<file path="config.mk">
export PLATFORM = sky130hd
export DESIGN_NAME = cdq_ctrl
export DESIGN_NICKNAME = d
export VERILOG_FILES = /design/src/rtl/cdq_pkg.sv /design/src/rtl/cdq_ctrl.sv
export SDC_FILE = /design/constraint.sdc
export NUM_CORES = 1
export LEC_CHECK = 0
export BUFFER_PORTS_ARGS = -buffer_cell sky130_fd_sc_hd__buf_2
export CAP_MARGIN = 20
export CORE_UTILIZATION = 52
export DETAILED_ROUTE_END_ITERATION = 8
export PLACE_DENSITY = 0.89
export SYNTH_ARGS = -nofsm -noshare
export SYNTH_HDL_FRONTEND = slang
export SYNTH_SLANG_ARGS = --single-unit
</file>
<file path="constraint.sdc">
create_clock -name clk -period 5.93 [get_ports clk]
set_clock_uncertainty 0.1 [all_clocks]
set_input_delay 0.593 -clock clk [delete_from_list [all_inputs] [get_ports clk]]
set_output_delay 0.593 -clock clk [all_outputs]
set_load 0.02 [all_outputs]
</file>
<file path="src/rtl/cdq_pkg.sv">
// shared types and constants of the circular deque
package cdq_pkg;

	localparam int DATA_W    = 32;
	localparam int CNT_W     = 11;
	localparam int DEPTH_DEF = 1024;
	localparam int APB_AW    = 3;
	localparam int APB_DW    = 32;

	localparam logic [CNT_W-1:0] CAP_RESET = 11'd1024;

	// word index of a register, taken from paddr[2]
	localparam logic REG_CAPACITY = 1'b0;

	typedef enum logic [1:0] {
		FN_PUSH_FRONT = 2'd0,
		FN_PUSH_BACK  = 2'd1,
		FN_POP_FRONT  = 2'd2,
		FN_POP_BACK   = 2'd3
	} func_e_t;

	typedef struct packed {
		logic             ok;
		logic             empty;
		logic             full;
		logic [CNT_W-1:0] count;
	} step_info_t;

endpackage

</file>
<file path="src/rtl/cdq_ctrl.sv">
// head, tail and count registers with the per-request update and store addressing
module cdq_ctrl import cdq_pkg::*; #(
	parameter int DEPTH = DEPTH_DEF
) (
	input  logic                     clk,
	input  logic                     arst_n,
	input  logic                     clear,
	input  logic [CNT_W-1:0]         capacity,
	input  logic                     step,
	input  logic [1:0]               func,
	input  logic [DATA_W-1:0]        value,
	output logic                     we,
	output logic [$clog2(DEPTH)-1:0] waddr,
	output logic [DATA_W-1:0]        wdata,
	output logic [$clog2(DEPTH)-1:0] raddr_front,
	output logic [$clog2(DEPTH)-1:0] raddr_rear,
	output step_info_t               info,
	output logic [CNT_W-1:0]         cap_eff
);

	localparam int IW = $clog2(DEPTH);
	localparam int W  = ((IW > CNT_W) ? IW : CNT_W) + 1;
	localparam logic [31:0] DEPTH_L = 32'(DEPTH);

	logic [IW-1:0]    head_q, tail_q, head_n, tail_n;
	logic [CNT_W-1:0] cnt_q, cnt_n;
	logic             ok;
	logic             is_push;

	function automatic logic [IW-1:0] inc_wrap(logic [IW-1:0] i, logic [CNT_W-1:0] c);
		logic [W-1:0] n;
		n = W'(i) + W'(1);
		return (n >= W'(c)) ? '0 : IW'(n);
	endfunction

	function automatic logic [IW-1:0] dec_wrap(logic [IW-1:0] i, logic [CNT_W-1:0] c);
		return (i == '0 || W'(i) >= W'(c)) ? IW'(W'(c) - W'(1)) : i - IW'(1);
	endfunction

	// zero means one entry, and no more than the store holds
	always_comb begin
		if (capacity == '0) begin
			cap_eff = CNT_W'(1);
		end else if (32'(capacity) > DEPTH_L) begin
			cap_eff = CNT_W'(DEPTH);
		end else begin
			cap_eff = capacity;
		end
	end

	assign is_push = (func == FN_PUSH_FRONT) || (func == FN_PUSH_BACK);

	always_comb begin
		head_n = head_q;
		tail_n = tail_q;
		cnt_n  = cnt_q;
		ok     = 1'b0;
		we     = 1'b0;
		waddr  = head_q;
		wdata  = value;
		if (is_push) begin
			if (cnt_q < cap_eff) begin
				ok    = 1'b1;
				we    = step;
				cnt_n = cnt_q + CNT_W'(1);
				if (cnt_q == '0) begin
					// first entry always lands at index zero
					head_n = '0;
					waddr  = '0;
					tail_n = inc_wrap('0, cap_eff);
				end else if (func == FN_PUSH_FRONT) begin
					head_n = dec_wrap(head_q, cap_eff);
					waddr  = head_n;
				end else begin
					waddr  = tail_q;
					tail_n = inc_wrap(tail_q, cap_eff);
				end
			end
		end else if (cnt_q != '0) begin
			ok    = 1'b1;
			cnt_n = cnt_q - CNT_W'(1);
			if (cnt_n == '0) begin
				head_n = '0;
				tail_n = '0;
			end else if (func == FN_POP_FRONT) begin
				head_n = inc_wrap(head_q, cap_eff);
			end else begin
				tail_n = dec_wrap(tail_q, cap_eff);
			end
		end
		raddr_front = head_n;
		raddr_rear  = dec_wrap(tail_n, cap_eff);
		info.ok     = ok;
		info.empty  = (cnt_n == '0);
		info.full   = (cnt_n == cap_eff);
		info.count  = cnt_n;
	end

	always_ff @(posedge clk or negedge arst_n) begin
		if (!arst_n) begin
			head_q <= '0;
			tail_q <= '0;
			cnt_q  <= '0;
		end else if (clear) begin
			head_q <= '0;
			tail_q <= '0;
			cnt_q  <= '0;
		end else if (step) begin
			head_q <= head_n;
			tail_q <= tail_n;
			cnt_q  <= cnt_n;
		end
	end

endmodule

</file>
==> flow_summary.ini <==
[status]
run_status = completed

[timing]
period_minus_slack_ns = 5.70
setup_viol = 0
worstMarginPinSlew_ns = 0.857
maxSlewViolCount = 0
max_freq_mhz = 175
holdWs_ns = 0.270
fin_ws_ns = 0.231
hold_viol = 0
fin_setup_tns_ns = 0
relSlewSlack = 0.429
finalCritPeriodShare = 0.961

[critical_path]
path_max_fanout = 5
startpoint = capacity[3]
crit_path_end = raddr_rear[9]
endpoint_kind = output port
ff2ff_setup_slack_ns = 2.15
critPathLaunchType = primary input
worstReg2RegEnd = head_q[5]
r2r_start = head_q[0]
critical_path_class = in2out
arrival_ns = 5.01
cp_data_required_time_ns = 5.24
ff2ff_path_depth = 13

[cts]
postCtsHoldBufs = 0
clk_pin_slew_ns = 0.07
cts.htree.levels = 2
clockBufferDepth = 2
cts_tree = done
cts_buffers = 5
clock_sinks = 31
clk_latency_ns = 0.31
root_buffer = clkbuf_16

[power_and_ir_drop]
power.share.clock = 0.154
leakage_nw = 3.46
peakVddDrop_v = 0.000169
powerDensity_nw_per_um2 = 241
p_sw_mw = 0.891
total_power_mw = 1.76
p_seq_frac = 0.156
p_comb_frac = 0.690
p_sw_frac = 0.505
power.internal_mw = 0.874

[drt]
routed_wl_um = 23300
post-route-drc-count = 0
vias_per_cell = 6.60
drtIter0Drc = 950
dr.pass1.iters = 6
vias = 7161
post_drt_wl_per_cell_um = 21.5
ant_nets = 0

[grt]
grt_max_degree = 39
grt_use_met2 = 0.571
antenna_found_initial = 0
grt_pass1_wl_um = 36400
grt-ovfl-total = 0
grt_pass1_vias = 6510
grt_usage = 0.370
met3_usage = 0.0546
gr-usage-met1 = 0.494
grt_most_used_layer = met2

[synth]
ys_top_cells_by_area = ha_1 (14%), dfrtp_1 (12%), nor2_1 (5.1%)
synth_edf_count = 0
syn_inst = 867
synthFlopType = dfrtp_1
seq_area_frac_synth = 0.121
yosys.area.top_type = ha_1
syn_nets = 989
postSynthAreaPerCell_um2 = 7.38
ys_types = 83
ys_warn_count = 0
syn_area_um2 = 6400
synth_seq_cells = 31
ys_async_sr_fraction = 1.00
synth_top_area_share = 0.143

[placed_design]
pre_cts_ws_ns = -0.125
placed_area_um2 = 7000
dpl.hpwl_um = 17900
dp_cells = 1071
gp_congestion = 1.09
io_buffers = 72

[cells_and_area]
drive_gt1_frac = 0.244
final_util = 0.611
antennaDiodeCount = 0
final_cell_area_um2 = 7340
syn2layout_area_growth_pct = 14.6
final-instance-count-excl-fill = 1085
layout.nets = 1059

[die]
design.core.area_um2 = 12000
die-area_um2 = 12800
io_pins = 137
rows = 40
die_w_um = 113
start_util = 0.533
die_y_um = 113

[hold_path]
hold_class = in2async

[flow_run]
drv_cap = 0
[Yosys cell counts, drive strengths merged (25+ instances only)]
cell and number:
nand3 30, ha 73, nor2 89, o21ai 44, nand2 83, a21oi 34
xnor2 34, dfrtp 31, buf 51, nor3 41, inv 33, xor2 29
clkbuf 42, mux2i 25
[worst min path at each step]
stage | endpoint | slack [ns] | cells after the start
3_3_place_gp | cnt_q[0] | 0.43 | 3
2_1_floorplan | cnt_q[0] | 0.20 | 0
6_report | tail_q[8] | 0.27 | 1
4_1_cts | tail_q[8] | 0.31 | 1
5_1_grt | tail_q[8] | 0.35 | 1
3_5_place_dp | cnt_q[0] | 0.46 | 3
[power by group through the flow]
| stage | Combinational [mW] | Sequential [mW] | Clock, mW |
|---|---|---|---|
| 4_1_cts | 1.15 | 0.273 | 0.274 |
| 2_1_floorplan | 0.855 | 0.246 | 0 |
| 5_1_grt | 1.30 | 0.279 | 0.281 |
| 6_report | 1.22 | 0.276 | 0.272 |
| 3_5_place_dp | 1.14 | 0.277 | 0 |
| 3_3_place_gp | 1.13 | 0.275 | 0 |
[cells by family (layout without fill, tap and decap cells)]
group	Yosys count	count (layout)	synth area share
flip-flops	31	31	0.121
AND/OR/NAND/NOR	335	335	0.266
XOR/XNOR	63	63	0.0862
AO/OA/AOI/OAI	205	206	0.226
multiplexers	33	33	0.0543
adder cells (fa/ha/maj)	73	73	0.143
buffers and inverters	127	197	0.104
[final cells by class]
| class | count | area, um2 |
|---|---|---|
| clock inverters | 2 | 12.5 |
| flip-flops and latches | 31 | 779 |
| clock buffers | 6 | 129 |
| inverters | 34 | 128 |
| repair buffers | 155 | 986 |
| well taps | 147 | 184 |
| multi-input cells | 710 | 5120 |
| fillers | 1108 | 4680 |
[routing by layer]
layer  part of all wire  wire (um)  up-vias
met2               0.43      10100      479
met3               0.10       2430      113
met1               0.40       9330     3326
met5                  0          0        -
met4              0.062       1440        0
li1                   -          -     3243
[critical path: stages]
cell,delay [ns]
buf_2,0.15
nor4_4,0.31
a31o_4,0.22
and2_4,0.18
ha_1,0.23
nand2b_1,0.14
a31oi_1,0.16
o21ai_1,0.13
buf_4,0.17
a21o_4,0.19
mux2_2,0.21
o21ai_1,0.06
a21oi_2,0.16
inv_1,0.08
ha_1,0.27
a21o_1,0.15
a21o_1,0.17
a21oi_1,0.13
nor2b_1,0.06
o21ai_1,0.12
a21oi_1,0.09
a41oi_2,0.32
o21ai_4,0.16
a221o_1,0.36
buf_2,0.16
[sequential cells by signal, indices dropped and copies added, names as in the netlist]
register  cells
cnt_q        11
tail_q       10
head_q       10
[cells in the final DEF, fill, tap and decap left out, types with 25 or more instances in the layout]
cell / n
nand3_1: 27
mux2i_1: 25
xor2_1: 29
o21ai_0: 35
nand2_1: 81
xnor2_1: 33
buf_2: 71
nor3_1: 37
dfrtp_1: 28
a21oi_1: 31
buf_4: 84
nor2_1: 86
inv_1: 31
ha_1: 71
[timing repair]
| action | CTS | global route |
|---|---|---|
| gates cloned | 0 | 1 |
| setup endpoints to repair | 10 | 10 |
| gates resized for setup | 4 | 40 |
| pin swaps | 2 | 4 |
| buffers inserted | 0 | 5 |
(Power assumes the default switching activity.)
